==> src/hdl/revi_pkg.sv <==
package revi_pkg;

    localparam int SAMPLE_W = 16;
    localparam int NUM_W    = 32;
    localparam int DEN_W    = 19;
    localparam int REM_W    = 35;
    localparam int QUO_W    = 17;
    localparam int LANES    = 4;
    localparam int CELLS    = QUO_W;
    localparam int LATENCY  = CELLS + 2;

    localparam int LANE_NDRE = 0;
    localparam int LANE_REPI = 1;
    localparam int LANE_PSRI = 2;
    localparam int LANE_CIRE = 3;

    typedef struct packed {
        logic [REM_W-1:0] rem;
        logic [DEN_W-1:0] den;
        logic [QUO_W-1:0] quo;
        logic             neg;
        logic             zero;
    } lane_t;

    typedef lane_t [LANES-1:0] row_t;

    function automatic lane_t prep_lane(logic signed [NUM_W-1:0] n,
                                        logic signed [NUM_W-1:0] d,
                                        logic                    skip);
        lane_t            l;
        logic [NUM_W-1:0] a;
        logic [NUM_W-1:0] b;
        a = n[NUM_W-1] ? NUM_W'(-n) : NUM_W'(n);
        b = d[NUM_W-1] ? NUM_W'(-d) : NUM_W'(d);
        l.rem  = REM_W'({a, 1'b0}) + REM_W'(b);
        l.den  = DEN_W'({b, 1'b0});
        l.quo  = '0;
        l.neg  = n[NUM_W-1] ^ d[NUM_W-1];
        l.zero = skip || (d == '0);
        return l;
    endfunction

endpackage

==> src/hdl/revi_prep.sv <==
module revi_prep
(
    input  logic                                 clk,
    input  logic                                 rst_n,
    input  logic                                 in_valid,
    input  logic signed [revi_pkg::SAMPLE_W-1:0] bg,
    input  logic signed [revi_pkg::SAMPLE_W-1:0] b2,
    input  logic signed [revi_pkg::SAMPLE_W-1:0] b4,
    input  logic signed [revi_pkg::SAMPLE_W-1:0] b5,
    input  logic signed [revi_pkg::SAMPLE_W-1:0] b6,
    input  logic signed [revi_pkg::SAMPLE_W-1:0] b7,
    input  logic signed [revi_pkg::SAMPLE_W-1:0] b8,
    output logic                                 out_valid,
    output revi_pkg::row_t                       out_row
);

    logic signed [revi_pkg::NUM_W-1:0] e2, e4, e5, e6, e7, e8;
    logic signed [revi_pkg::NUM_W-1:0] repi_d;
    logic                              h2, h4, h5, h6, h7, h8;
    logic                              valid_reg;
    revi_pkg::row_t                    row_reg, row_next;

    always_comb
    begin
        e2 = revi_pkg::NUM_W'(b2);
        e4 = revi_pkg::NUM_W'(b4);
        e5 = revi_pkg::NUM_W'(b5);
        e6 = revi_pkg::NUM_W'(b6);
        e7 = revi_pkg::NUM_W'(b7);
        e8 = revi_pkg::NUM_W'(b8);
        h2 = (b2 == bg);
        h4 = (b4 == bg);
        h5 = (b5 == bg);
        h6 = (b6 == bg);
        h7 = (b7 == bg);
        h8 = (b8 == bg);
        repi_d = (e6 - e5) <<< 1;
        row_next[revi_pkg::LANE_NDRE] = revi_pkg::prep_lane(10000 * (e8 - e6), e8 + e6,
                                                            h6 || h8);
        row_next[revi_pkg::LANE_REPI] = revi_pkg::prep_lane(
            705 * repi_d + 35 * (e7 + e4 - (e5 <<< 1)), repi_d, h4 || h5 || h6 || h7);
        row_next[revi_pkg::LANE_PSRI] = revi_pkg::prep_lane(10000 * (e4 - e2), e5,
                                                            h2 || h4 || h5);
        row_next[revi_pkg::LANE_CIRE] = revi_pkg::prep_lane(10000 * e5, e8, h5 || h8);
    end

    always_ff @(posedge clk or negedge rst_n)
    begin
        if (!rst_n)
        begin
            valid_reg <= 1'b0;
        end
        else
        begin
            valid_reg <= in_valid;
        end
    end

    always_ff @(posedge clk)
    begin
        row_reg <= row_next;
    end

    assign out_valid = valid_reg;
    assign out_row   = row_reg;

endmodule

==> config.mk <==
export PLATFORM = sky130hd
export DESIGN_NAME = revi_prep
export DESIGN_NICKNAME = d
export VERILOG_FILES = /design/src/hdl/revi_pkg.sv /design/src/hdl/revi_prep.sv
export SDC_FILE = /design/constraint.sdc
export NUM_CORES = 2
export LEC_CHECK = 0
export ABC_AREA = 1
export BUFFER_PORTS_ARGS = -buffer_cell sky130_fd_sc_hd__buf_2
export CORE_MARGIN = 1
export CORE_UTILIZATION = 40
export DETAILED_ROUTE_END_ITERATION = 6
export PLACE_DENSITY_LB_ADDON = 0.25
export SYNTH_ARGS = -nofsm -noshare
export SYNTH_HDL_FRONTEND = slang
export SYNTH_SLANG_ARGS = --single-unit
==> constraint.sdc <==
create_clock -name clk -period 0.8 [get_ports clk]
set_input_delay 0.04 -clock clk [delete_from_list [all_inputs] [get_ports clk]]
set_output_delay 0.04 -clock clk [all_outputs]
set_load 0.01 [all_outputs]
Word-level counts from Yosys, hierarchy flattened
Index checks and enable logic that the tools add are counted.
Widths: inputs -> output; s select.

operators by class
  add/subtract/negate cells = 19
  multiply operators = 5
  shifts and indexed selects = 0
  muxes and demuxes = 8
  $lt $le $gt $ge = 0
  reduce and logical (&&, ||, !) cells = 15
  divide/modulo/power cells = 0
  bitwise gates (word level) = 4
  equality and inequality tests = 6

operator list
  operator                count
  $mux 32                 8
  $add 33x32->34          4
  $logic_not 32->1        4
  $eq 16x16->1            6
  $mul 11x17->28 const A  3
  $neg 16->32             2
  $neg 32->32             2
  $sub 16x16->17          3
  $add 16x16->17          2
  $neg 17->32             1
  $neg 18->32             1
  $neg 30->32             1
  $neg 31->32             1
  $add 29x25->30          1
  $mul 11x16->27 const A  1
  $mul 7x18->25 const A   1
  $sub 17x17->18          1
  $logic_or 1x1->1        11
  $xor 1x1->1             4

storage, ports and cells
  memories kept = 0
  bits in latches = 0
  logic and storage cells = 74
  ROM bits = 0
  input bits = 115
  memory bits (writable) = 0
  output and inout bits = 293
  register bits after elaboration = 217

Depth between registers and ports, before layout
  depth after elaboration = 7
  depth in mapped cells = 62
  mapped depth without buffers = 61

Worst setup path before layout
Ideal clock, no wire load.

  path type = input port to flip-flop
  from = input port b5[2] (netlist bit)
  to = register row_reg (netlist bit out_row[142])
  path slack = -8.784 ns
  arrival = 9.467 ns
  stages on the path = 55
  data required time = 0.683 ns
  cell sequence = inv_1 > ha_1 > a21oi_1 > nand2_1 > a21oi_2 > o21ai_2 > a21boi_4 > o21ai_0 > xor2_1 > inv_1 > ha_1 > ha_1 > fa_1 > inv_1 > fa_1 > inv_1 > ha_1 > ha_1 > (+19 left out) > inv_2 > o21ai_2 > inv_1 > nand2_1 > nand2_2 > buf_6 > nand2_1 > o21ai_0 > fa_1 > nand3_1 > nand2_1 > a21boi_0 > o21ai_0 > a31oi_1 > o21ai_0 > nand3_1 > nand2_1 > xor2_1

RTL lines
  what                  line             source
  start, declared       revi_prep.sv:9   input logic signed [revi_pkg::SAMPLE_W-1:0] b5,
  end signal, assigned  revi_prep.sv:61  row_reg <= row_next;
  end, declared         revi_prep.sv:21  revi_pkg::row_t row_reg, row_next;

==> impl.org <==
** GRT
- The initial antenna violation count was 19.
- Global routing usage summed across all routing layers :: about 29%
- The number of global-route vias before repair came to about 38k.
- The first global-routing pass estimated 206 mm of wire.
- Remaining global-route overflow :: 0
- Pin count of the biggest net entering global routing :: 29

** Route
- Met3 layer wire length in the routed design :: 9.85 mm
- Pre-Repair DR Iteration Count :: 5
- After detailed routing, no signal wire sits above met5.
- Number of nets with antenna violations after detailed routing :: 0
- The routed design uses about 64 mm of met2 wire.
- Final routed wirelength across all metal layers :: 138 mm
- The first routing iteration left around 2.3k violations.
- After detailed routing, the wire length on met1 is between 60 and 70 mm.
- Average routed wire per standard cell :: 16.8 µm
- Vias after detailed routing :: 39.4k
- Dividing the detail-routed via count by the number of cells gives approximately 4.8.
- Remaining routing DRC violations :: 0

** Worst hold path
- Class of the tightest hold or removal check :: in2reg
- In this run the most critical hold path is launched from b8[4].

** CTS
- The clock drives 200 sinks.
- In this run, CTS created clock tree buffers numbering 17.
- The clock passes through at most 2 buffers.
- The tree is rooted in a sky130_fd_sc_hd__clkbuf_16.
- After clock tree synthesis, the clock-pin slew on the worst setup and hold paths is 80 ps.
- Hold-fix buffers at CTS :: 8
- Clock tree from TritonCTS :: done
- Number of H-tree branching levels :: 4

** Worst setup path
- By instance count, the cell type seen most on the critical path is sky130_fd_sc_hd__buf_4.
- Tracing the worst setup path back leads to its startpoint at b5[2].
- Max stage delay on crit path :: around 280 ps
- The slowest stage of the critical path is the sky130_fd_sc_hd__ha_4 cell.
- The worst setup path is launched from a primary input.
- The worst setup path is captured at a register.
- Data on the critical path is required at its endpoint by 1230 ps.
- Critical path endpoint :: out_row[139]
- Worst Setup Path Type :: in2reg
- Worst endpoint data arrival time :: 9260 ps
- Of all nets on the critical path, the largest fanout is 4.

** Timing
- Setup repair after global routing could not meet its margin everywhere.
- Clock period minus final worst setup slack :: between 8000 and 9000 ps
- Headroom to the max-slew limit :: between 50% and 60%
- The number of max-slew violations in the final report was 0.
- In the post-route analysis, the smallest setup slack over all paths is -8030 ps.
- After layout, the worst path uses 1100% of the clock period.
- Worst slew pin tran :: around 680 ps
- Total count of hold-check failures in the final report :: 0
- Setup violations remaining at the end of the flow were counted as around 400.
- Highest clock rate :: approximately 0.11 GHz

** Floorplanning
- Core box area :: between 90000 and 100000 µm²
- Placement Rows :: between 100 and 150
- approximately 410 I/O pins were placed.
- The die is just over 300 µm wide.
- Initial Utilization :: between 40% and 50%
- Die Outline Area :: ~92000 µm²
- Die outline height :: ~300 µm

** Place
- The count of buffers added on input and output ports is around 330.
- Global placer's final weighted congestion :: roughly 0.98
- Placed Instance Area :: 52200 µm²
- After detailed placement, the design holds a cell count of 7947.
- DP HPWL :: 116 mm

** Synth
- In the synthesized netlist the async set-or-reset flop fraction comes to less than 1%.
- Each instance of the synthesized netlist takes up on average 7.23 µm².
- Synth Warn # :: 0
- Portion of the post-synthesis area used by sequential elements :: between 10 and 15%
- Synthesis produced a netlist whose cell count is around 5.0k.
- Sorting the synthesized cells by area gives the leading types as sky130_fd_sc_hd__ha_1 22%, sky130_fd_sc_hd__fa_1 13%, sky130_fd_sc_hd__dfxtp_1 11%.
- Synth Flop Type :: sky130_fd_sc_hd__dfxtp_1
- After synthesis the cells add up to 36400 µm².
- Flip-flop and latch count after synthesis :: 200
- Area share of the largest cell type after synthesis :: ~22%
- Number of enable flip-flop cells after synthesis :: 0
- Synthesis instantiated 68 different standard cells from the library.
- Cell accounting for the most synthesized area :: sky130_fd_sc_hd__ha_1

** Flow run
- The tool flagged a number of max-cap violations equal to 0.

** Cells and area
- From synthesis to final layout, the design area changed by 58.4%.
- In the final layout, the share of cells above drive strength 1 is 41.3%.
- Final Non-Filler Cells :: just over 8k
- The top cell types in the final layout, fill and taps aside, are 1514 x sky130_fd_sc_hd__buf_4, 912 x sky130_fd_sc_hd__inv_1, 774 x sky130_fd_sc_hd__nand2_1.
- Once layout is done, the placed cells without fillers occupy just under 60000 µm².
- Most frequent standard cell in the layout excluding fill and tap cells :: sky130_fd_sc_hd__buf_4
- Net total in the final layout :: about 8.0k
- The layout has slightly below 8k filler cells.

** Outcome
- The run finished, with violations left.
- The checks that failed: setup timing.
timing repair:
| action | in CTS | in global routing |
|---|---|---|
| pin swaps | 174 | 270 |
| resized for setup | 266 | 456 |
| gates cloned | 1 | 1 |
| endpoints found under the setup margin | 398 | 400 |
| buffers inserted | 101 | 84 |
| endpoints found under the hold margin | 8 | 1 |
worst min-delay path by stage:
stage / endpoint / slack, ps / cells after the start
6_report: out_row[261] / 20 / 3
5_1_grt: out_row[261] / -6 / 3
4_1_cts: out_row[261] / -3 / 3
3_5_place_dp: out_valid / -180 / 1
3_3_place_gp: out_valid / -190 / 1
2_1_floorplan: out_valid / -260 / 0
cell type report:
class                   instances  area [µm²]  area share, %
clock buffers                  18         439          0.762
inverters                    1016        3940           6.84
repair buffers               1918       14100           24.5
multi-input cells            3819       33500           58.1
well taps                    1176        1470           2.55
flip-flops and latches        200        4010           6.96
clock inverters                14         174          0.302
diodes                          4        10.0         0.0174
repair inverters                1        3.75        0.00651
cell usage after synthesis (8+ instances only):
master	n
sky130_fd_sc_hd__o21bai_1	22
sky130_fd_sc_hd__a21o_1	24
sky130_fd_sc_hd__nand2_1	926
sky130_fd_sc_hd__o21ai_0	151
sky130_fd_sc_hd__nor3_1	48
sky130_fd_sc_hd__buf_4	104
sky130_fd_sc_hd__a21boi_0	9
sky130_fd_sc_hd__inv_1	1001
sky130_fd_sc_hd__nor4_1	18
sky130_fd_sc_hd__clkbuf_1	21
sky130_fd_sc_hd__nand2_2	18
sky130_fd_sc_hd__xor2_1	324
sky130_fd_sc_hd__nand4_1	78
sky130_fd_sc_hd__nand3b_1	13
sky130_fd_sc_hd__inv_2	12
sky130_fd_sc_hd__o21a_1	11
sky130_fd_sc_hd__nor2_2	11
sky130_fd_sc_hd__o21ai_1	15
sky130_fd_sc_hd__dfxtp_1	199
sky130_fd_sc_hd__a21oi_2	8
sky130_fd_sc_hd__a221oi_1	8
sky130_fd_sc_hd__nand3_1	205
sky130_fd_sc_hd__a21oi_1	309
sky130_fd_sc_hd__a31oi_1	21
sky130_fd_sc_hd__fa_1	232
sky130_fd_sc_hd__o31ai_1	10
sky130_fd_sc_hd__ha_1	649
sky130_fd_sc_hd__o22ai_1	9
sky130_fd_sc_hd__xnor2_1	116
sky130_fd_sc_hd__nor2_1	378
per-layer routing:
| metal | vias to the layer above | GRT usage (%) |
|---|---|---|
| met5 | - | 0 |
| met4 | 8 | 6.60 |
| met3 | 200 | 5.32 |
| met2 | 1124 | 47.7 |
| met1 | 18500 | 38.4 |
| li1 | 19500 | - |
flip-flops by register name, summed over array words and instances, names as in the netlist:
name       count
out_row      199
out_valid      1
through the flow:
step / hold slack [ps] / setup slack (ps) / setup TNS (ps) / utilization [%]
floorplan: -256 / -8010 / -711420 / -
finish: 15.4 / -8030 / -819180 / 64.0
global route: -6.39 / -8280 / -864660 / 64.0
detailed placement: -184 / -8870 / -872940 / 58.0
global placement: -185 / -8670 / -862570 / 58.0
CTS: -2.94 / -7670 / -806660 / 61.0
logic make-up after synthesis:
| kind of cell | share of synthesized area, % |
|---|---|
| AO/OA/AOI/OAI | 9.71 |
| XOR/XNOR | 11.0 |
| adder cells (fa/ha/maj) | 35.1 |
| buffers and inverters | 13.1 |
| flip-flops | 11.0 |
| other | 0.0103 |
| AND/OR/NAND/NOR | 20.0 |
critical path: cells and delay by family:
kind	cells	cell delay, ps
fa+ha+maj	3	670
buf+inv	51	6460
xor+xnor	2	320
compound gates	4	660
simple gates	12	1060
Power is not shown: default switching activity piles up to over one toggle a cycle in this logic, so the estimate is an artifact.
