**src/hdl/revi_pkg.sv**
```systemverilog
package revi_pkg;

    localparam int SAMPLE_W = 16;
    localparam int NUM_W    = 32;
    localparam int DEN_W    = 19;
    localparam int REM_W    = 35;
    localparam int QUO_W    = 17;
    localparam int LANES    = 4;
    localparam int CELLS    = QUO_W;
    localparam int LATENCY  = CELLS + 2;

    localparam int LANE_NDRE = 0;
    localparam int LANE_REPI = 1;
    localparam int LANE_PSRI = 2;
    localparam int LANE_CIRE = 3;

    typedef struct packed {
        logic [REM_W-1:0] rem;
        logic [DEN_W-1:0] den;
        logic [QUO_W-1:0] quo;
        logic             neg;
        logic             zero;
    } lane_t;

    typedef lane_t [LANES-1:0] row_t;

    function automatic lane_t prep_lane(logic signed [NUM_W-1:0] n,
                                        logic signed [NUM_W-1:0] d,
                                        logic                    skip);
        lane_t            l;
        logic [NUM_W-1:0] a;
        logic [NUM_W-1:0] b;
        a = n[NUM_W-1] ? NUM_W'(-n) : NUM_W'(n);
        b = d[NUM_W-1] ? NUM_W'(-d) : NUM_W'(d);
        l.rem  = REM_W'({a, 1'b0}) + REM_W'(b);
        l.den  = DEN_W'({b, 1'b0});
        l.quo  = '0;
        l.neg  = n[NUM_W-1] ^ d[NUM_W-1];
        l.zero = skip || (d == '0);
        return l;
    endfunction

endpackage

```
**src/hdl/revi_cell.sv**
```systemverilog
module revi_cell
#(
    parameter int SHIFT = 0
)
(
    input  logic           clk,
    input  logic           rst_n,
    input  logic           in_valid,
    input  revi_pkg::row_t in_row,
    output logic           out_valid,
    output revi_pkg::row_t out_row
);

    logic           valid_reg;
    revi_pkg::row_t row_reg, row_next;
    logic [revi_pkg::REM_W-1:0] trial [revi_pkg::LANES];

    always_comb
    begin
        row_next = in_row;
        for (int i = 0; i < revi_pkg::LANES; i++)
        begin
            trial[i] = revi_pkg::REM_W'(in_row[i].den) << SHIFT;
            if (in_row[i].rem >= trial[i])
            begin
                row_next[i].rem        = in_row[i].rem - trial[i];
                row_next[i].quo[SHIFT] = 1'b1;
            end
        end
    end

    always_ff @(posedge clk or negedge rst_n)
    begin
        if (!rst_n)
        begin
            valid_reg <= 1'b0;
        end
        else
        begin
            valid_reg <= in_valid;
        end
    end

    always_ff @(posedge clk)
    begin
        row_reg <= row_next;
    end

    assign out_valid = valid_reg;
    assign out_row   = row_reg;

endmodule

```
**config.mk**
```make
export PLATFORM = sky130hd
export DESIGN_NAME = revi_cell
export DESIGN_NICKNAME = d
export VERILOG_FILES = /design/src/hdl/revi_pkg.sv /design/src/hdl/revi_cell.sv
export SDC_FILE = /design/constraint.sdc
export NUM_CORES = 1
export LEC_CHECK = 0
export BUFFER_PORTS_ARGS = -buffer_cell sky130_fd_sc_hd__buf_2
export CAP_MARGIN = 5
export CORE_AREA = 2 2 230 232
export CTS_CLUSTER_DIAMETER = 40
export DETAILED_ROUTE_END_ITERATION = 8
export DIE_AREA = 0 0 232 234
export GPL_TIMING_DRIVEN = 0
export REMOVE_ABC_BUFFERS = 1
export SYNTH_ARGS = -nofsm -noshare
export SYNTH_HDL_FRONTEND = slang
export SYNTH_SLANG_ARGS = --single-unit
```
**constraint.sdc**
```tcl
create_clock -name clk -period 0.8 [get_ports clk]
set_input_delay 0.08 -clock clk [delete_from_list [all_inputs] [get_ports clk]]
set_output_delay 0.08 -clock clk [all_outputs]
set_load 0.03 [all_outputs]
```
Yosys cells after proc, flatten, opt, wreduce, memory -nomap -nowiden
Index checks and enable logic that the tools add are counted.
Operators by class
  mux-type cells: 4
  $add $sub $neg: 4
  magnitude comparators: 4
Operator list (count)
  >= comparator 35 x 19 -> 1 bit: 4
  2-to-1 mux 35 bit: 4
  subtractor 35 x 19 -> 35 bit: 4
Word-level totals
  input port bits: 295
  bits in registers: 293
  output and inout bits: 293

Logic depth before layout (Yosys ltp)
Gate-level depths: netlist of the first run.
  depth in word-level cells: 2
  depth in mapped cells: 13
  mapped depth without buffers: 11

Least setup slack after synthesis of the first run
No wires, ideal clock.
  kind: input-to-reg
  from: in in_row[105] (netlist name)
  to: reg row_reg (netlist bit out_row[139])
  stages: 12
  arrival: 2.380 ns
  data required time: 0.666 ns
  slack: -1.714 ns
  cells stage by stage: inv_1 ha_1 clkbuf_1 nand3_1 or4_1 nor4_1 nor3_2 and2_1 buf_4 buf_12 nor4_1 xor2_1
RTL lines
  start, declared: line revi_cell.sv:9  | input revi_pkg::row_t in_row,
  end signal, assigned: line revi_cell.sv:46  | row_reg <= row_next;
  end, declared: line revi_cell.sv:15  | revi_pkg::row_t row_reg, row_next;

==> results of run 1 <==
## metal layers
metal	vias up	GRT usage (%)	wire length, um
met1	7737	23.4	24600
li1	7161	-	-
met2	955	40.0	35700
met3	291	6.48	5980
met4	4	11.7	4160
met5	-	0	25
## cell usage after synthesis, types with 5 or more instances
library cell,instances,area (um2)
inv_1,110,413
o21a_1,13,97.6
a21boi_0,5,37.5
clkbuf_1,34,128
a21o_1,31,233
nand2_1,104,390
o21ai_0,54,270
nor2b_1,5,31.3
o2111ai_1,6,52.6
nand4b_1,6,52.6
or3_1,12,75.1
dfxtp_1,292,5850
o211ai_1,9,67.6
nand3_1,32,160
xor2_1,38,333
a31oi_1,9,56.3
xnor2_1,82,718
or4_1,14,105
nand4_1,36,225
nand3b_1,8,60.1
o31ai_1,10,75.1
nor4_1,20,125
or2_2,8,50.1
buf_2,7,35.0
nand2b_1,7,43.8
ha_1,76,951
nand2_2,7,43.8
nor3_1,36,180
nor2_1,82,308
o21ai_2,17,149
o21bai_1,13,97.6
and2_1,8,50.1
mux2_2,7,78.8
a211o_1,5,43.8
a211oi_1,15,113
a21oi_1,111,556
## kinds of logic (layout without fill, tap and decap cells)
logic type | count (synthesis) | in the layout | synth area share, %
adder cells (fa/ha/maj) | 80 | 80 | 8.00
multiplexers | 10 | 10 | 0.854
AO/OA/AOI/OAI | 329 | 330 | 16.4
AND/OR/NAND/NOR | 404 | 413 | 16.0
flip-flops | 293 | 293 | 45.5
other | 0 | 12 | 0
XOR/XNOR | 120 | 120 | 8.15
buffers and inverters | 158 | 1291 | 5.05
## area by class of cell
class                           instances  area (um2)  share of cell area, %
Sequential cell                       293        6240                   21.6
Antenna cell                           12        30.0                  0.104
Clock inverter                         34         419                   1.45
Clock buffer                           58        1320                   4.57
Inverter                              110         455                   1.58
Multi-Input combinational cell        953        9520                   33.0
Timing Repair Buffer                 1089       10000                   34.7
Tap cell                              688         861                   2.98
## power by group
group / switching, uW / internal (uW) / total [uW]
registers: 850 / 16400 / 17300
clock network: 8570 / 13500 / 22100
logic: 9310 / 8280 / 17600
total: 18700 / 38200 / 56900
## through the flow
stage                     worst slack (ns)  std cells
after global routing                 -1.27       3233
final                                -1.25       3237
after detailed placement             -2.73       2624
after floorplan                      -2.82       1346
after global placement               -5.17       2621
after CTS                            -1.19       3120
## sequential cells by signal (all words and copies together), names as in the netlist
| signal | cells |
|---|---|
| out_row | 292 |
| out_valid | 1 |
## final timing paths
path	startpoint	endpoint	slack (ns)
max	in_row[97]	out_row[137]$_DFF_P_	-1.25
min	in_row[166]	out_row[166]$_DFF_P_	-0.38
max in group asynchronous	rst_n	out_valid$_DFF_PN0_	0.34
min in group asynchronous	rst_n	out_valid$_DFF_PN0_	0.35
## repair_timing
item | in CTS | in global routing
hold buffers | 254 | 40
cloned | 15 | 1
pin swaps | 163 | 169
endpoints found under the setup margin | 437 | 437
endpoints found under the hold margin | 294 | 60
gates resized for setup | 1423 | 257
buffers inserted | 140 | 85
==> summary.txt, run 1 <==
CP bufs+invs - 3
drt total wl - 70500 um
status - finished with violations
final hold violations - 20
Nets - 2871
I/O pins - 588
CP Capture Type - flop
shortest period the worst path allows - 2.05 ns
number of DRC markers in iteration 0 - 1010
total gr overflow - 0
post-synthesis sequential area ratio - 45.5%
commonest non-fill, non-tap cell in the layout - buf_6
CTS root buf - clkbuf_16
most frequent cells in the layout - buf_6 (362), dfxtp_2 (290), dlygate4sd3_1 (283)
worst path cell trace - buf_2 > inv_2 > ha_4 > nand4_1 > or4_4 > nor4_4 > nor3_4 > and2_4 > buf_16 > or3_4 > a22o_1
RSZ-0062 raised after global routing - yes
H-tree depth - 2
worst vdd ir - 0.00179 V
Hold WS - -0.381 ns
CTS tree - built
dpl cell area - 16500 um2
cell row count - 84
Final Cell Area - 28900 um2
slowest stage cell, crit path - or4_4
worst hold-check path type - input port to flop
Setup Viol. Count Final - 437
CP top delay family - simple AND/OR/NAND/NOR gates
layout cells sized above 1 - 63.5%
starting density of the core - 24.8%
total CTS buffers - 49
Ys Warns - 0
Slew @ Worst Pin - 0.626 ns
MaxCap Viol Count - 0
Area growth syn-to-layout - 124%
Final period util - 257%
Cell Pwr Density - 1970 nW/um2
vias per cell - 4.99
final number of max-transition violations - 0
Post-synth EDFFs - 0
via count - 16100
routability cong. - 0.895
Fin Setup TNS - -233.91 ns
Yosys cell types - 75
Initial DRT Pass Iterations - 5
f_max - 487 MHz
first-pass GRT wire length - 93300 um
input/output buffers - 587
Final Worst Setup Slack - -1.25 ns
critical path type - input port to flop
Final Util - 55.5%
total power - 56900 uW
synthesized area per cell - 9.25 um2
Leak - 0.0123 uW
CP startpoint kind - input port
Clock transition at path regs - 0.06 ns
Tot GR Track Use - 22.2%
core area - 52000 um2
DP HPWL - 37600 um
CTS Buffer Depth - 3
Die W - 232 um
antenna viol nets, final - 0
Chip Height - 234 um
critical path fanouts, max - 6
largest net degree at the start of global routing - 14
Yosys reg bits - 293
ys async rst share - 0.341%
Worst Path Arrival - 2.50 ns
failing checks - hold timing, setup timing
# DRC - 0
initial antenna violation count - 12
Hold Crit Depth - 1
post-synthesis cell area - 12900 um2
vias in the first global route - 16200
WP depth - 11
CP peak stage delay - 0.58 ns
drt wl/cell - 21.8 um
fill cell count - 3962
CTS sink count - 293
post-synthesis cell count - 1394
Die ar. - 54300 um2
Slew HR - 58.1%
Critical Path RT - 1.25 ns
ys flop type - dfxtp_1
Power figures use the tool's default switching activity.
==> run 2: changes to the inputs <==
- CORE_AREA: 2 2 230 232 -> 10 10 221 223
- DIE_AREA: 0 0 232 234 -> 0 0 231 233
==> summary.txt, run 2 (synthesized netlist as in run 1, its figures left out) <==
total gr overflow - 0 (unchanged)
Die W - 231 um (-0.43%)
Fin Setup TNS - -244.52 ns (-10.61 ns)
antenna viol nets, final - 0 (unchanged)
number of flip-flops in the largest register - 292 (unchanged)
commonest non-fill, non-tap cell in the layout - buf_6
most frequent cells in the layout - buf_6 (376), dfxtp_2 (290), dlygate4sd3_1 (285)
Setup Viol. Count Final - 437 (unchanged)
worst hold-check path type - input port to flop
Clock transition at path regs - 0.05 ns (about the same)
Slew @ Worst Pin - 0.715 ns (+0.0890 ns)
CTS sink count - 293 (unchanged)
shortest period the worst path allows - 2.06 ns (+0.00374 ns)
CTS tree - built
layout cells sized above 1 - 63.0% (-0.43 points)
cell internal pwr - 37100 uW (-2.9%)
Worst Path Arrival - 2.52 ns (+0.02 ns)
share of power burned in registers - 30.8% (+0.5 points)
f_max - 486 MHz (-0.18%)
# DRC - 0 (unchanged)
worst vdd ir - 0.00189 V (+5.8%)
Final period util - 257% (+0.47 points)
CP startpoint kind - input port
total CTS buffers - 46 (-6.1%)
Die ar. - 53800 um2 (-0.86%)
Final Worst Setup Slack - -1.26 ns (-0.00374 ns)
vias in the first global route - 16900 (+4.4%)
Leak - 0.0123 uW (-0.40%)
Placed Cells - 2528 (-3.7%)
clock power share - 37.3% (-1.5 points)
Initial DRT Pass Iterations - 6 (+1)
critical path type - input port to flop
Critical Path RT - 1.26 ns (about the same)
critical path fanouts, max - 5 (-1)
Cell Pwr Density - 1970 nW/um2 (-0.35%)
Slew HR - 52.2% (-6.0 points)
failing checks - hold timing, setup timing
starting density of the core - 29.2% (+4.4 points)
final number of max-transition violations - 0 (unchanged)
first-pass GRT wire length - 107000 um (+15%)
Hold WS - -0.363 ns (+0.0184 ns)
total power - 56200 uW (-1.4%)
Chip Height - 233 um (-0.43%)
Psw - 19100 uW (+1.8%)
largest net degree at the start of global routing - 16 (+2)
drt total wl - 81700 um (+16%)
Final Util - 64.7% (+9.3 points)
I/O pins - 588 (unchanged)
status - finished with violations
vias per cell - 5.39 (+8.0%)
core area - 44100 um2 (-15%)
final hold violations - 13 (-35%)
Nets - 2856 (-0.52%)
sw frac - 34.0% (+1.1 points)
Gate power share - 31.9% (+1.0 points)
CTS Buffer Depth - 3 (unchanged)
routability cong. - 0.917 (+2.4%)
Area growth syn-to-layout - 121%
fill cell count - 2873 (-27%)
cell row count - 77 (-8.3%)
CP Capture Type - flop
via count - 16800 (+4.2%)
RSZ-0062 raised after global routing - yes
DP HPWL - 43700 um (+16%)
input/output buffers - 587 (unchanged)
CTS root buf - clkbuf_16
drt wl/cell - 26.2 um (+20%)
MaxCap Viol Count - 0 (unchanged)
number of DRC markers in iteration 0 - 1533 (+52%)
Tot GR Track Use - 25.6% (+3.4 points)
Finished Layout Cells - 3122 (-3.6%)
H-tree depth - 2 (unchanged)
initial antenna violation count - 16 (+4)
## run 2: changes by cell type in the layout (fill, tap and decap cells not counted), sizes merged
cell,previous run,this run
and2,10,8
buf,799,792
bufinv,4,3
clkbuf,59,53
clkinv,12,11
dlygate4sd3,283,285
dlymetal6s4s,5,3
inv,123,124
nand2,118,115
## run 2: what timing repair did
item	CTS	global route
setup endpoints to repair	437	437
setup buffers	148	59
pin swaps	207	154
cloned	9	2
gates resized for setup	1460	220
hold buffers	268	23
endpoints found under the hold margin	294	36
## run 2: final timing paths
path | cells past startpoint | slack [ns] | from | end
max | 13 | -1.26 | in_row[35] | out_row[66]$_DFF_P_
min | 1 | -0.36 | in_row[165] | out_row[165]$_DFF_P_
max in group asynchronous | 3 | 0.27 | rst_n | out_valid$_DFF_PN0_
min in group asynchronous | 3 | 0.41 | rst_n | out_valid$_DFF_PN0_
## run 2: critical path: stages
cell	delay [ns]
buf_8	0.08
inv_4	0.03
ha_4	0.29
nand4b_1	0.27
nor4_4	0.44
nand3_1	0.12
and4b_2	0.31
buf_6	0.14
buf_6	0.12
nand2_8	0.10
buf_6	0.14
nand4_1	0.13
xnor2_1	0.26
## run 2: final cells by class
class | instances | area (um2) | area share [%]
repair buffers | 1082 | 10100 | 35.5
multi-input cells | 948 | 9340 | 32.7
flip-flops and latches | 293 | 6240 | 21.9
clock buffers | 52 | 1220 | 4.29
well taps | 592 | 741 | 2.59
inverters | 110 | 453 | 1.59
clock inverters | 33 | 375 | 1.31
diodes | 12 | 30.0 | 0.105
## run 2: metrics by stage
step                instance area (um2)  setup slack [ns]
CTS                               26900             -1.11
finish                            28600             -1.26
global route                      28500             -1.26
detailed placement                16400             -3.00
global placement                  16300             -5.95
floorplan                         12700             -2.82
## run 2: power by group through the flow
stage                     logic [uW]  registers (uW)  clock network [uW]
after floorplan                 3660           19800                   0
final                          17900           17300               20900
after global routing           18600           17300               21700
after detailed placement       10600           16800                   0
after CTS                      15900           17200               20800
after global placement         10600           16700                   0
## run 2: layer usage
layer / part of all wire [%] / track usage (%) / vias to the layer above
met3: 10 / 8.81 / 342
met1: 33 / 26.0 / 8099
li1: - / - / 7113
met5: 0.070 / 0 / -
met2: 50 / 47.1 / 1256
met4: 5.9 / 10.5 / 10
==> run 3: changes to the inputs <==
- PLACE_DENSITY: not set -> 0.64
==> summary.txt, run 3 (synthesized netlist as in run 1, its figures left out) <==
Leak - 0.0122 uW (-0.63%)
layout cells sized above 1 - 62.1% (-0.92 points)
shortest period the worst path allows - 2.05 ns (-0.00358 ns)
failing checks - hold timing, setup timing
first-pass GRT wire length - 97100 um (-9.5%)
final number of max-transition violations - 0 (unchanged)
MaxCap Viol Count - 0 (unchanged)
total CTS buffers - 49 (+6.5%)
Area growth syn-to-layout - 119%
vias per cell - 5.46 (+1.4%)
most frequent cells in the layout - buf_6 (352), dfxtp_2 (289), dlygate4sd3_1 (284)
antenna viol nets, final - 0 (unchanged)
CP Capture Type - flop
Final period util - 257% (-0.45 points)
cell row count - 77 (unchanged)
Fin Setup TNS - -245.92 ns (-1.40 ns)
Hold WS - -0.380 ns (-0.0167 ns)
met2 Use GR - 41.8% (-5.3 points)
core area - 44100 um2 (unchanged)
status - finished with violations
Tot GR Track Use - 22.8% (-2.8 points)
starting density of the core - 29.2% (unchanged)
CTS Buffer Depth - 3 (unchanged)
# DRC - 0 (unchanged)
Final Worst Setup Slack - -1.25 ns (+0.00358 ns)
via count - 17100 (+1.4%)
input/output buffers - 587 (unchanged)
routability cong. - 0.897 (-2.1%)
H-tree depth - 2 (unchanged)
CTS root buf - clkbuf_16
Slew @ Worst Pin - 0.772 ns (+0.0566 ns)
Setup Viol. Count Final - 437 (unchanged)
drt wl/cell - 26.5 um (+1.0%)
CP startpoint kind - input port
critical path type - input port to flop
largest net degree at the start of global routing - 22 (+6)
Chip Height - 233 um (unchanged)
Die W - 231 um (unchanged)
routing usage on met3 - 6.61% (-2.2 points)
final hold violations - 18 (+5)
Critical Path RT - 1.23 ns (-0.03 ns)
initial antenna violation count - 20 (+4)
number of flip-flops in the largest register - 292 (unchanged)
Die ar. - 53800 um2 (unchanged)
DP HPWL - 42800 um (-1.9%)
number of DRC markers in iteration 0 - 1780 (+16%)
f_max - 487 MHz (+0.17%)
worst hold-check path type - input port to flop
fill cell count - 2881 (+0.28%)
layer with the highest usage - met2
CTS sink count - 293 (unchanged)
worst vdd ir - 0.00186 V (-1.5%)
Slew HR - 48.4% (-3.8 points)
Cell Pwr Density - 2000 nW/um2 (+1.9%)
vias in the first global route - 16200 (-4.3%)
total gr overflow - 0 (unchanged)
RSZ-0062 raised after global routing - yes
grt met1 use - 23.9% (-2.1 points)
drt total wl - 82600 um (+1.0%)
Initial DRT Pass Iterations - 8 (+2)
Nets - 2849 (-0.25%)
Worst Path Arrival - 2.49 ns (-0.03 ns)
commonest non-fill, non-tap cell in the layout - buf_6
critical path fanouts, max - 2 (-3)
CTS tree - built
Clock transition at path regs - 0.05 ns (about the same)
I/O pins - 588 (unchanged)
-- run 3: report_power, final --
part	switching, uW	leakage [uW]	internal (uW)	total [uW]
logic	9660	0.00891	8150	17800
registers	910	0.00247	16400	17300
clock network	8950	0.000811	12600	21600
-- run 3: final cells by class --
| cell class | instances | area, um2 | share of cell area [%] |
|---|---|---|---|
| Antenna cell | 14 | 35.0 | 0.124 |
| Clock buffer | 59 | 1280 | 4.54 |
| Clock inverter | 33 | 364 | 1.29 |
| Inverter | 110 | 465 | 1.65 |
| Multi-Input combinational cell | 951 | 9290 | 32.8 |
| Sequential cell | 293 | 6240 | 22.0 |
| Tap cell | 592 | 741 | 2.62 |
| Timing Repair Buffer | 1069 | 9870 | 34.9 |
-- run 3: metal layers --
layer,share of wire (%),vias up
met5,0.068,-
met4,6.5,8
met3,10,413
met2,50,1369
met1,33,8125
li1,-,7135
-- run 3: worst max-delay path, stage by stage --
cell and delay, ns:
buf_8 0.10, or4_4 0.53, or4_4 0.44, or4_4 0.46, or2_2 0.33, mux2i_1 0.25
nor3_1 0.13, xor2_1 0.16
-- run 3: timing repair --
| action | CTS | global route |
|---|---|---|
| gates cloned | 12 | 2 |
| endpoints found under the setup margin | 437 | 437 |
| hold buffers | 259 | 29 |
| setup buffers | 128 | 70 |
| resized for setup | 512 | 1411 |
| pin swaps | 183 | 154 |
| hold endpoints to repair | 294 | 52 |
-- run 3: metrics by stage --
step | total power [uW] | setup WS, ns | util [%] | cells | cell area, um2
floorplan | 23400 | -2.82 | - | 1346 | 12700
global placement | 27300 | -4.96 | 37.0 | 2525 | 16300
detailed placement | 27400 | -2.73 | 37.2 | 2528 | 16400
CTS | 51700 | -1.11 | 54.9 | 3019 | 24200
global route | 58200 | -1.27 | 64.1 | 3118 | 28300
finish | 56700 | -1.25 | 64.1 | 3121 | 28300
-- run 3: final timing paths --
kind	startpoint	endpoint	cells past startpoint
min in group asynchronous	rst_n	out_valid$_DFF_PN0_	3
hold / removal	in_row[238]	out_row[238]$_DFF_P_	1
max in group asynchronous	rst_n	out_valid$_DFF_PN0_	3
setup / recovery	in_row[141]	out_row[142]$_DFF_P_	8
