$ cat src/hdl/revi_pkg.sv
package revi_pkg;

    localparam int SAMPLE_W = 16;
    localparam int NUM_W    = 32;
    localparam int DEN_W    = 19;
    localparam int REM_W    = 35;
    localparam int QUO_W    = 17;
    localparam int LANES    = 4;
    localparam int CELLS    = QUO_W;
    localparam int LATENCY  = CELLS + 2;

    localparam int LANE_NDRE = 0;
    localparam int LANE_REPI = 1;
    localparam int LANE_PSRI = 2;
    localparam int LANE_CIRE = 3;

    typedef struct packed {
        logic [REM_W-1:0] rem;
        logic [DEN_W-1:0] den;
        logic [QUO_W-1:0] quo;
        logic             neg;
        logic             zero;
    } lane_t;

    typedef lane_t [LANES-1:0] row_t;

    function automatic lane_t prep_lane(logic signed [NUM_W-1:0] n,
                                        logic signed [NUM_W-1:0] d,
                                        logic                    skip);
        lane_t            l;
        logic [NUM_W-1:0] a;
        logic [NUM_W-1:0] b;
        a = n[NUM_W-1] ? NUM_W'(-n) : NUM_W'(n);
        b = d[NUM_W-1] ? NUM_W'(-d) : NUM_W'(d);
        l.rem  = REM_W'({a, 1'b0}) + REM_W'(b);
        l.den  = DEN_W'({b, 1'b0});
        l.quo  = '0;
        l.neg  = n[NUM_W-1] ^ d[NUM_W-1];
        l.zero = skip || (d == '0);
        return l;
    endfunction

endpackage

$ cat src/hdl/revi_post.sv
module revi_post
(
    input  logic                                 clk,
    input  logic                                 rst_n,
    input  logic                                 in_valid,
    input  revi_pkg::row_t                       in_row,
    output logic                                 out_valid,
    output logic [revi_pkg::LANES-1:0][revi_pkg::SAMPLE_W-1:0] out_value
);

    logic valid_reg;
    logic [revi_pkg::LANES-1:0][revi_pkg::SAMPLE_W-1:0] value_reg, value_next;

    always_comb
    begin
        for (int i = 0; i < revi_pkg::LANES; i++)
        begin
            priority if (in_row[i].zero)
                value_next[i] = '0;
            else if (in_row[i].neg)
                value_next[i] = (in_row[i].quo > revi_pkg::QUO_W'(32768))
                              ? 16'h8000
                              : revi_pkg::SAMPLE_W'(-in_row[i].quo);
            else
                value_next[i] = (in_row[i].quo > revi_pkg::QUO_W'(32767))
                              ? 16'h7fff
                              : revi_pkg::SAMPLE_W'(in_row[i].quo);
        end
    end

    always_ff @(posedge clk or negedge rst_n)
    begin
        if (!rst_n)
        begin
            valid_reg <= 1'b0;
        end
        else
        begin
            valid_reg <= in_valid;
        end
    end

    always_ff @(posedge clk)
    begin
        value_reg <= value_next;
    end

    assign out_valid = valid_reg;
    assign out_value = value_reg;

endmodule

$ cat config.mk
export PLATFORM = sky130hd
export DESIGN_NAME = revi_post
export DESIGN_NICKNAME = d
export VERILOG_FILES = /design/src/hdl/revi_pkg.sv /design/src/hdl/revi_post.sv
export SDC_FILE = /design/constraint.sdc
export NUM_CORES = 1
export LEC_CHECK = 0
export ABC_CLOCK_PERIOD_IN_PS = 1200
export BUFFER_PORTS_ARGS = -buffer_cell sky130_fd_sc_hd__buf_4
export CAP_MARGIN = 0
export CORE_AREA = 3 3 140 142
export DETAILED_ROUTE_END_ITERATION = 8
export DIE_AREA = 0 0 143 145
export GPL_TIMING_DRIVEN = 0
export SYNTH_ARGS = -nofsm -noshare
export SYNTH_HDL_FRONTEND = slang
export SYNTH_SLANG_ARGS = --single-unit
$ cat constraint.sdc
create_clock -name clk -period 1.2 [get_ports clk]
set_input_delay 0.24 -clock clk [delete_from_list [all_inputs] [get_ports clk]]
set_output_delay 0.24 -clock clk [all_outputs]
set_load 0.05 [all_outputs]
; After elaboration in Yosys (flattened, before gate mapping)
; Cells that the tools add are included.
[totals]
reg_bits = 65
out_inout_bits = 65
[classes]
addsub = 4
mux = 12
n_lt_le_gt_ge = 8
[ops]
columns = operator, n
row1 = 2-to-1 mux 16 bit, 12
row2 = "greater-than comparator 17 x 15 -> 1 bit, second input constant", 4
row3 = "greater-than comparator 17 x 16 -> 1 bit, second input constant", 4
row4 = negation 16 bit, 4

; Logic depth before layout (Yosys ltp)
; Gate-level depths: netlist of run 1.
[depth]
ltp_word = 3
depth_mapped = 8

; Worst setup path before layout of run 1
; OpenSTA, ideal clock, no wires.
[synth_timing]
path_type = input port to flip-flop
start = in in_row[221] (netlist name)
end = reg value_reg (netlist bit out_value[58])
arrival_ns = 1.828
setup_time_ns = 0.074
path_slack_ns = -0.702
path_buffers = 0
cell_stages = 7
required_ns = 1.126
path_cell_list = inv_1 -> ha_1 -> nor3b_2 -> nand3_2 -> o31a_1 -> or4b_1 -> a31oi_1
[synth_between]
elab_chain_cells = 3
word_cells_on_any_way = 6
classes_between = 1 x add/sub / 2 x order compare / 3 x mux
[synth_rtl]
columns = item, line_no
row1 = from (decl), revi_post.sv:6  ; input revi_pkg::row_t in_row,
row2 = negation 16 bit (tied with other cells), revi_post.sv:23  ; : revi_pkg::SAMPLE_W'(-in_row[i].quo);
row3 = "2-to-1 mux 16 bit, on equally long branches", "revi_post.sv:22, revi_post.sv:26"
row4 = 2-to-1 mux 16 bit *, revi_post.sv:20  ; else if (in_row[i].neg)
row5 = to (signal assigned), revi_post.sv:45  ; value_reg <= value_next;
row6 = to (decl), revi_post.sv:12  ; logic [revi_pkg::LANES-1:0][revi_pkg::SAMPLE_W-1:0] value_reg, value_next;
; Mark *: on every way between the ends. The rest lies on a longest branch, timed or not.
; A chain may end at the register's enable or synchronous reset.

; Worst setup path in the final report of run 1
[layout_timing]
start = in in_row[222] (netlist name)
end = reg value_reg (netlist bit out_value[58])
; The elaborated chain is that of the path after synthesis.

==> results.md, run 1 <==
* Psw at 0.002716 W
* Crit-path max cell delay at 0.52 ns
* Initial DRC Count at 259
* Area grow syn2layout at 92.90%
* Max FO, Critical Path at 2
* Initial core utilization at 21.23%
* Synth async-reset ratio at 1.538%
* Clock period minus worst slack at 1.581 ns
* YS warnings at 0
* Buf/Inv on CP at 2
* Critical path, cell by cell: buf_12 -> inv_12 -> ha_4 -> nor3b_4 -> nand3_2 -> o31a_1 -> or4b_4 -> a31oi_2
* Sw Ratio at 36.29%
* Initial antenna violation count at 0
* Crit path launch type: input pin
* Clock buffer depth at 2
* Slew @ Worst Pin at 0.7416 ns
* H-tree depth at 3
* Area of the mapped netlist at 3945 um2
* Hpwl dp at 11,770 um
* Drt wl/cell at 18.74 um
* Die Y at 145 um
* Largest area contributor in the netlist: dfxtp_1
* Die Area at 20,740 um2
* Routed Antenna Nets at 0
* Total CTS buffers at 9
* Horiz. Die Dim at 143 um
* Final number of hold-violating endpoints at 0
* Placed cell area at 5510 um2
* Mapped Cells at 505
* GRT Overall Usage at 16.60%
* CTS tree: built
* FMAX at 632.3 MHz
* Residual DRC at 0
* Drt pass-1 iters at 5
* Max VDD drop at 714.3 uV
* EDFF count, synth at 0
* # IOs at 360
* Fraction of layout cells with a size suffix above 1 at 53.83%
* Number of global-route vias before repair at 5,082
* RePlAce Congestion at 0.8823
* Crit end category: register
* Vias per cell at 5.362
* Fin. max-slew vios at 0
* Hold Path Class: in2reg
* CTS root buffer: clkbuf_16
* Layout Nets at 1,030
* Synth Register Bits at 65
* Leak at 2.924 nW
* Largest net degree at the start of global routing at 14
* Status: complete, but fails checks
* Clock Power Share at 34.8%
* Max-Cap Viols at 0
* Int Power at 0.004769 W
* Ant diodes at 0
* Combinational group share of total power at 33.6%
* First-pass GRT wire length at 27,650 um
* Final setup margin at -0.3815 ns
* Critical path class: in2reg
* Core area at 18,580 um2
* Slowest library cell on the worst path: or4b_4
* TNS Setup at -13.05 ns
* Yosys cell types at 62
* Relative slew slack at 50.56%
* Syn_area_per_cell at 7.812 um2
* Most common cell after layout, fill and taps aside: buf_4
* Most frequent cells in the layout: buf_4, dfxtp_1, buf_6
* Vias at 5,180
* Synthesized net count at 808
* GR Overflow Total at 0
* PwrDens at 983.6 nW/um2
* Sequential Power Share at 31.7%
* WP data required at 1.45 ns
* Post-synth top area share at 32.48%
* Port Buffers at 132
* Failing checks: setup timing
* Main area contributors after synthesis: dfxtp_1, nor3_1, a21oi_1
* Wirelength, routed at 18,110 um
* CP delay by family, top: simple AND/OR/NAND/NOR gates
* Most used DFF post-synth: dfxtp_1
* RSZ-0062 raised after global routing: true
* CTS Sinks at 65
* Critical Path AT at 1.83 ns
* Pre-CTS setup slack at -1.178 ns
* Final setup fails at 64
* Post-synthesis sequential area ratio at 33.11%
* Final Cycle Share at 131.8%
* Core Rows at 50
* Clock transition at path regs at 0.06 ns
* Final instance area at 7610 um2
-- metal layers --
layer	track usage (%)	share of wire (%)	vias to the layer above
li1	-	-	2405
met1	21.83	43	2473
met2	25.38	45	266
met3	5.900	9.4	36
met4	5.181	2.6	0
met5	0	0	-
-- flip-flops by register name, indices dropped and copies added (netlist names) --
name,count
out_valid,1
out_value,64
-- Yosys cell counts, types with 5 or more instances --
master    number
nand2_1       42
nand3_1       14
nor3_1        37
o31ai_1        8
a21oi_1       32
a311oi_1       5
nor4_1        15
o21ai_0       27
ha_1           8
nand2b_1       8
a211oi_1       8
nand4_1       20
nand4b_1      11
clkbuf_1      26
or3_1         10
or4_1         10
inv_1         21
dfxtp_1       64
nor2_1        34
nor2b_1        6
o31a_1         5
a31oi_1       21
-- cell type report --
| type | count | area (um2) |
|---|---|---|
| well taps | 234 | 292.8 |
| clock buffers | 10 | 239.0 |
| fillers | 1748 | 10970 |
| inverters | 22 | 150.1 |
| clock inverters | 6 | 50.05 |
| repair buffers | 215 | 1953 |
| plain buffers | 27 | 173.9 |
| flip-flops and latches | 65 | 1306 |
| multi-input cells | 387 | 3445 |
-- stage by stage --
step           hold slack (ns)  utilization [%]  instances  total power, W
2_1_floorplan         -0.05559                -        505        0.003542
3_3_place_gp           0.01677            29.66        871        0.004346
3_5_place_dp           0.01726            29.66        871        0.004339
4_1_cts                 0.1081            38.44        954        0.007437
5_1_grt                 0.1369            40.96        966        0.007825
6_report                0.1549            40.96        966        0.007485
-- cells by family after synthesis --
family / Yosys count / share of synthesized area [%]
AND/OR/NAND/NOR: 229 / 32.95
AO/OA/AOI/OAI: 145 / 25.12
flip-flops: 65 / 33.11
buffers and inverters: 53 / 5.170
adder cells (fa/ha/maj): 8 / 2.537
XOR/XNOR: 5 / 1.110
-- final timing paths --
| check | to | cells past startpoint | from |
|---|---|---|---|
| min in group asynchronous | out_valid | 2 | rst_n |
| setup / recovery | out_value[58] | 8 | in_row[222] |
| hold / removal | out_value[19] | 2 | in_row[73] |
| max in group asynchronous | out_valid | 2 | rst_n |
-- timing repair --
item | 4_1_cts | 5_1_grt
gates resized for setup | 182 | 93
setup endpoints to repair | 65 | 64
setup buffers | 69 | 18
pin swaps | 94 | 75
hold buffers | 2 | 0
endpoints found under the hold margin | 2 | 0
cloned | 1 | 0
-- power groups by stage --
| stage | logic, W | registers, W | clock network [W] |
|---|---|---|---|
| global placement | 0.00193 | 0.00241 | 0 |
| CTS | 0.00233 | 0.00237 | 0.00273 |
| global route | 0.00264 | 0.00238 | 0.00280 |
| finish | 0.00251 | 0.00237 | 0.00260 |
| floorplan | 0.000567 | 0.00298 | 0 |
| detailed placement | 0.00193 | 0.00241 | 0 |
(Power assumes the default switching activity.)
==> run 2, diff against run 1 <==
--- a/config.mk
+++ b/config.mk
@@ -6,11 +6,11 @@
 export NUM_CORES = 1
 export LEC_CHECK = 0
 export ABC_CLOCK_PERIOD_IN_PS = 1200
-export BUFFER_PORTS_ARGS = -buffer_cell sky130_fd_sc_hd__buf_4
+export BUFFER_PORTS_ARGS = -buffer_cell sky130_fd_sc_hd__buf_2
 export CAP_MARGIN = 0
-export CORE_AREA = 3 3 140 142
+export CORE_AREA = 4 4 137 139
 export DETAILED_ROUTE_END_ITERATION = 8
-export DIE_AREA = 0 0 143 145
+export DIE_AREA = 0 0 141 143
 export GPL_TIMING_DRIVEN = 0
 export SYNTH_ARGS = -nofsm -noshare
 export SYNTH_HDL_FRONTEND = slang
==> run 2 against run 1 <==
The run still ends with setup timing left. Sequential power hardly changed. Worst setup slack worse by 0.062 ns. Critical path depth stayed put. Combinational power is 7% lower. Largest power group unchanged.
==> results.md, run 2 (synthesis results as in run 1) <==
* Placed cell count at 866 (-0.57%)
* Ant diodes at 0 (unchanged)
* PwrDens at 993.6 nW/um2 (+1.0%)
* Critical path class: in2reg
* Initial antenna violation count at 0 (unchanged)
* Drt wl/cell at 18.50 um (-1.3%)
* Max-Cap Viols at 0 (unchanged)
* Residual DRC at 0 (unchanged)
* Die Y at 143 um (-1.4%)
* Combinational group share of total power at 32.4% (-1.2 points)
* TNS Setup at -13.32 ns (-0.2687 ns)
* Post-route insts no fill at 970 (+0.41%)
* Slew @ Worst Pin at 0.6140 ns (-0.1277 ns)
* Final Cycle Share at 137.0% (+5.2 points)
* Core area at 17,660 um2 (-5.0%)
* Fraction of layout cells with a size suffix above 1 at 52.77% (-1.1 points)
* Fillcell total at 1,752 (+0.23%)
* First-pass GRT wire length at 26,820 um (-3.0%)
* H-tree depth at 3 (unchanged)
* Largest register FFs at 64 (unchanged)
* Hpwl dp at 11,750 um (-0.18%)
* WP data required at 1.45 ns (about the same)
* Clock Power Share at 34.7% (about the same)
* Hold Path Class: in2reg
* Area grow syn2layout at 83.86%
* Most frequent cells in the layout: buf_2, buf_4, dfxtp_1
* RePlAce Congestion at 0.8885 (+0.70%)
* CP delay by family, top: simple AND/OR/NAND/NOR gates
* Final setup fails at 63 (-1.6%)
* Clock buffer depth at 2 (unchanged)
* # IOs at 360 (unchanged)
* Layout Nets at 1,039 (+0.87%)
* Fin. max-slew vios at 0 (unchanged)
* Relative slew slack at 59.07% (+8.5 points)
* CTS Sinks at 65 (unchanged)
* Vias at 5,139 (-0.79%)
* Routed Antenna Nets at 0 (unchanged)
* Initial DRC Count at 237 (-8.5%)
* Critical path, cell by cell: buf_12 -> clkinv_8 -> ha_4 -> nor3b_4 -> nand3_4 -> o31a_1 -> or4b_4 -> a31oi_4
* CTS tree: built
* Buf/Inv on CP at 2 (unchanged)
* Failing checks: setup timing
* Number of global-route vias before repair at 4,952 (-2.6%)
* Total CTS buffers at 9 (unchanged)
* Initial core utilization at 22.34% (+1.1 points)
* FMAX at 608.5 MHz (-3.8%)
* CTS root buffer: clkbuf_16
* RSZ-0062 raised after global routing: true
* Crit-path max cell delay at 0.54 ns (+0.02 ns)
* Horiz. Die Dim at 141 um (-1.4%)
* Power, Total at 0.007207 W (-3.7%)
* Sequential Power Share at 32.9% (+1.2 points)
* Crit path launch type: input pin
* Max FO, Critical Path at 3 (+1)
* Leak at 2.838 nW (-2.9%)
* Drt pass-1 iters at 5 (unchanged)
* Final setup margin at -0.4435 ns (-0.06200 ns)
* Critical Path AT at 1.90 ns (+0.07 ns)
* GRT Overall Usage at 16.64% (+0.032 points)
* Pre-CTS setup slack at -1.309 ns (-0.1308 ns)
* Placed cell area at 5174 um2 (-6.1%)
* Final number of hold-violating endpoints at 0 (unchanged)
* Die Area at 20,160 um2 (-2.8%)
* GR Overflow Total at 0 (unchanged)
* Clock transition at path regs at 0.06 ns (about the same)
* Slowest library cell on the worst path: or4b_4
* Status: complete, but fails checks
* Clock period minus worst slack at 1.643 ns (+0.06200 ns)
* Final instance area at 7253 um2 (-4.7%)
* Wirelength, routed at 17,940 um (-0.89%)
* Largest net degree at the start of global routing at 13 (-1)
* Crit end category: register
* Max VDD drop at 637.6 uV (-11%)
* Psw at 0.002614 W (-3.8%)
* Vias per cell at 5.298 (-1.2%)
* Sw Ratio at 36.27% (about the same)
* Core Rows at 49 (-2.0%)
* Int Power at 0.004593 W (-3.7%)
* Port Buffers at 132 (unchanged)
* Most common cell after layout, fill and taps aside: buf_2
-- run 2: cell types whose count changed in the layout (fill, tap and decap cells not counted), moves of 5 or more --
cell / delta
buf_2: +93
buf_4: -95
nand2_1: +5
clkbuf_4: +14
buf_8: -5
-- run 2: power by group through the flow --
stage	combinational [W]	clock [W]	sequential [W]
2_1_floorplan	0.000567	0	0.00298
3_3_place_gp	0.00178	0	0.00241
3_5_place_dp	0.00176	0	0.00241
4_1_cts	0.00210	0.00260	0.00237
5_1_grt	0.00247	0.00268	0.00238
6_report	0.00234	0.00250	0.00237
-- run 2: final cells by class --
| type | instances | area [um2] | area share [%] |
|---|---|---|---|
| Buffer | 27 | 185.2 | 2.553 |
| Timing Repair Buffer | 224 | 1730 | 23.86 |
| Sequential cell | 65 | 1308 | 18.03 |
| Inverter | 22 | 135.1 | 1.863 |
| Clock inverter | 6 | 41.29 | 0.5693 |
| Tap cell | 229 | 286.5 | 3.950 |
| Clock buffer | 10 | 239.0 | 3.295 |
| Multi-Input combinational cell | 387 | 3328 | 45.89 |
-- run 2: repair_timing --
item / CTS / global route
setup endpoints to repair: 68 / 78
gates resized for setup: 171 / 102
pin swaps: 79 / 63
endpoints found under the hold margin: 2 / 0
hold buffers: 2 / 0
gates cloned: 0 / 1
buffers inserted: 58 / 33
-- run 2: stage by stage --
step,hold WS (ns),util (%)
6_report,0.1626,41.08
5_1_grt,0.1488,41.08
4_1_cts,0.1750,37.39
3_5_place_dp,0.01590,29.30
3_3_place_gp,0.01422,29.30
2_1_floorplan,-0.05559,-
-- run 2: path summary, 6_finish.rpt --
check / startpoint / to / slack (ns) / cells past startpoint
setup / recovery: in_row[221] / out_value[58] / -0.44 / 8
hold / removal: in_row[2] / out_value[0] / 0.16 / 3
max in group asynchronous: rst_n / out_valid / 0.91 / 2
min in group asynchronous: rst_n / out_valid / 0.21 / 2
-- run 2: per-layer routing --
layer  vias to the layer above  GRT usage [%]  part of all wire, %
met4                         0          4.946                  2.1
met2                       223          26.23                   46
li1                       2414              -                    -
met5                         -              0                    0
met3                        36          8.104                   10
met1                      2466          20.15                   42
==> run 3, diff against run 2 <==
--- a/config.mk
+++ b/config.mk
@@ -6,12 +6,14 @@
 export NUM_CORES = 1
 export LEC_CHECK = 0
 export ABC_CLOCK_PERIOD_IN_PS = 1200
-export BUFFER_PORTS_ARGS = -buffer_cell sky130_fd_sc_hd__buf_2
 export CAP_MARGIN = 0
-export CORE_AREA = 4 4 137 139
+export CORE_AREA = 4 4 140 142
+export CTS_BUF_LIST = sky130_fd_sc_hd__clkbuf_2 sky130_fd_sc_hd__clkbuf_4 sky130_fd_sc_hd__clkbuf_8
 export DETAILED_ROUTE_END_ITERATION = 8
-export DIE_AREA = 0 0 141 143
+export DIE_AREA = 0 0 144 146
+export DONT_BUFFER_PORTS = 1
 export GPL_TIMING_DRIVEN = 0
+export PLACE_DENSITY = 0.33
 export SYNTH_ARGS = -nofsm -noshare
 export SYNTH_HDL_FRONTEND = slang
 export SYNTH_SLANG_ARGS = --single-unit
==> run 3 against run 2 <==
The flow still finishes with violations (setup timing). Clock power fell by 21%. Clock-buffer cell count fell by 1. Final area fell by 18%. Power fell by 16%. Largest power group is now sequential cells.
==> results.md, run 3 (synthesis results as in run 1) <==
* Status: complete, but fails checks
* Failing checks: setup timing
* Most frequent cells in the layout: dfxtp_2, nand2_1, buf_4
* Relative slew slack at 53.65% (-5.4 points)
* Hold Path Class: in2reg
* First-pass GRT wire length at 27,260 um (+1.6%)
* Power, Total at 0.006076 W (-16%)
* CTS tree: built
* Critical Path AT at 1.76 ns (-0.14 ns)
* Total CTS buffers at 9 (unchanged)
* Final Cycle Share at 124.1% (-13 points)
* Slew @ Worst Pin at 0.6952 ns (+0.08125 ns)
* Clock period minus worst slack at 1.489 ns (-0.1548 ns)
* Fin. max-slew vios at 0 (unchanged)
* Crit path launch type: input pin
* Fraction of layout cells with a size suffix above 1 at 46.42% (-6.3 points)
* PwrDens at 1021 nW/um2 (+2.8%)
* Initial core utilization at 21.38% (-0.97 points)
* Final number of hold-violating endpoints at 0 (unchanged)
* Max VDD drop at 423.1 uV (-34%)
* Area grow syn2layout at 50.84%
* Ant diodes at 0 (unchanged)
* Routed Antenna Nets at 0 (unchanged)
* Drt wl/cell at 22.48 um (+22%)
* Number of global-route vias before repair at 4,514 (-8.8%)
* RSZ-0062 raised after global routing: true
* Crit end category: register
* Critical path class: in2reg
* Worst Setup SP: in_row[221]
* CTS Sinks at 65 (unchanged)
* H-tree depth at 3 (unchanged)
* Hpwl dp at 12,650 um (+7.6%)
* HP Start: in_row[79]
* Final setup margin at -0.2887 ns (+0.1548 ns)
* # IOs at 360 (unchanged)
* Drt pass-1 iters at 5 (unchanged)
* Layout Nets at 871 (-16%)
* Core Rows at 50 (+2.0%)
* Die Y at 146 um (+2.1%)
* Hold path depth at 2 (-1)
* Residual DRC at 0 (unchanged)
* Clock buffer depth at 2 (unchanged)
* Max FO, Critical Path at 5 (+2)
* Largest net degree at the start of global routing at 13 (unchanged)
* Hold Path End: out_value[20]
* Core area at 18,460 um2 (+4.5%)
* Largest register FFs at 64 (unchanged)
* WP data required at 1.47 ns (+0.02 ns)
* Util after Layout at 32.24% (-8.8 points)
* Most common cell after layout, fill and taps aside: dfxtp_2
* Initial DRC Count at 259 (+9.3%)
* Port Buffers at 0 (-100%)
* Vias at 4,439 (-14%)
* Vias per cell at 5.501 (+3.8%)
* Initial antenna violation count at 0 (unchanged)
* Leak at 1.952 nW (-31%)
* Horiz. Die Dim at 144 um (+2.1%)
* GRT Overall Usage at 16.74% (+0.10 points)
* Max-Cap Viols at 0 (unchanged)
* CTS root buffer: clkbuf_8
* Die Area at 21,020 um2 (+4.3%)
* Wirelength, routed at 18,150 um (+1.1%)
* GR Overflow Total at 0 (unchanged)
* RePlAce Congestion at 0.8427 (-5.2%)
* FMAX at 671.7 MHz (+10%)
* Final hold slack at 0.01672 ns (-0.1459 ns)
* Final setup fails at 46 (-27%)
* Clock transition at path regs at 0.09 ns (+0.03 ns)
## run 3: cell types whose count changed in the layout (fill, tap and decap cells not counted), sizes merged
cell,before,now
clkbuf,45,30
dlygate4sd3,2,7
buf,214,55
bufinv,0,1
clkinv,5,6
clkinvlp,3,4
inv,20,18
## run 3: worst max-delay path by stage
stage                          endpoint  slack (ns)  cells after the start
after floorplan           out_value[58]       -0.58                      7
after global placement    out_value[49]       -1.26                      6
after detailed placement  out_value[49]       -1.22                      6
after CTS                 out_value[58]       -0.27                      7
after global routing      out_value[62]       -0.32                      8
final                     out_value[50]       -0.29                      9
## run 3: what timing repair did
action,4_1_cts,5_1_grt
pin swaps,52,53
buffers inserted,35,14
gates resized for setup,154,71
endpoints found under the setup margin,118,62
endpoints found under the hold margin,10,0
hold buffers,7,0
gates cloned,1,1
## run 3: report_power, final
part | internal, W | leakage [nW] | switching [W]
registers | 0.00236 | 0.561 | 0.000676
logic | 0.000485 | 1.30 | 0.000580
clock network | 0.000956 | 0.0912 | 0.00102
## run 3: through the flow
stage	setup TNS (ns)	setup slack [ns]	instances	area, um2
after global routing	-8.617	-0.3210	807	5951
after CTS	-5.437	-0.2669	796	5542
after global placement	-41.57	-1.262	739	4519
after detailed placement	-39.57	-1.218	739	4519
after floorplan	-19.98	-0.5780	505	4227
final	-6.243	-0.2887	807	5951
## run 3: worst max-delay path, stage by stage
cell and delay [ns]:
clkinv_16 0.03, ha_4 0.11, nor3b_4 0.25, nand3_4 0.11, buf_6 0.14, o31ai_4 0.29, buf_4 0.18, and2_4 0.16
a221o_1 0.24
## run 3: per-layer routing
| metal | vias to the layer above | wire, um | share of wire (%) | global-route usage (%) |
|---|---|---|---|---|
| met5 | - | 0 | 0 | 0 |
| met3 | 11 | 2279 | 13 | 9.596 |
| li1 | 2078 | - | - | - |
| met2 | 161 | 8008 | 44 | 24.84 |
| met4 | 0 | 163 | 0.90 | 3.814 |
| met1 | 2189 | 7694 | 42 | 21.01 |
## run 3: cell type report
class	instances	area (um2)
Fill cell	1913	12500
Multi-Input combinational cell	387	3222
Sequential cell	65	1388
Timing Repair Buffer	56	506.7
Tap cell	234	292.8
Buffer	27	196.4
Inverter	22	150.1
Clock buffer	9	123.9
Clock inverter	7	71.32
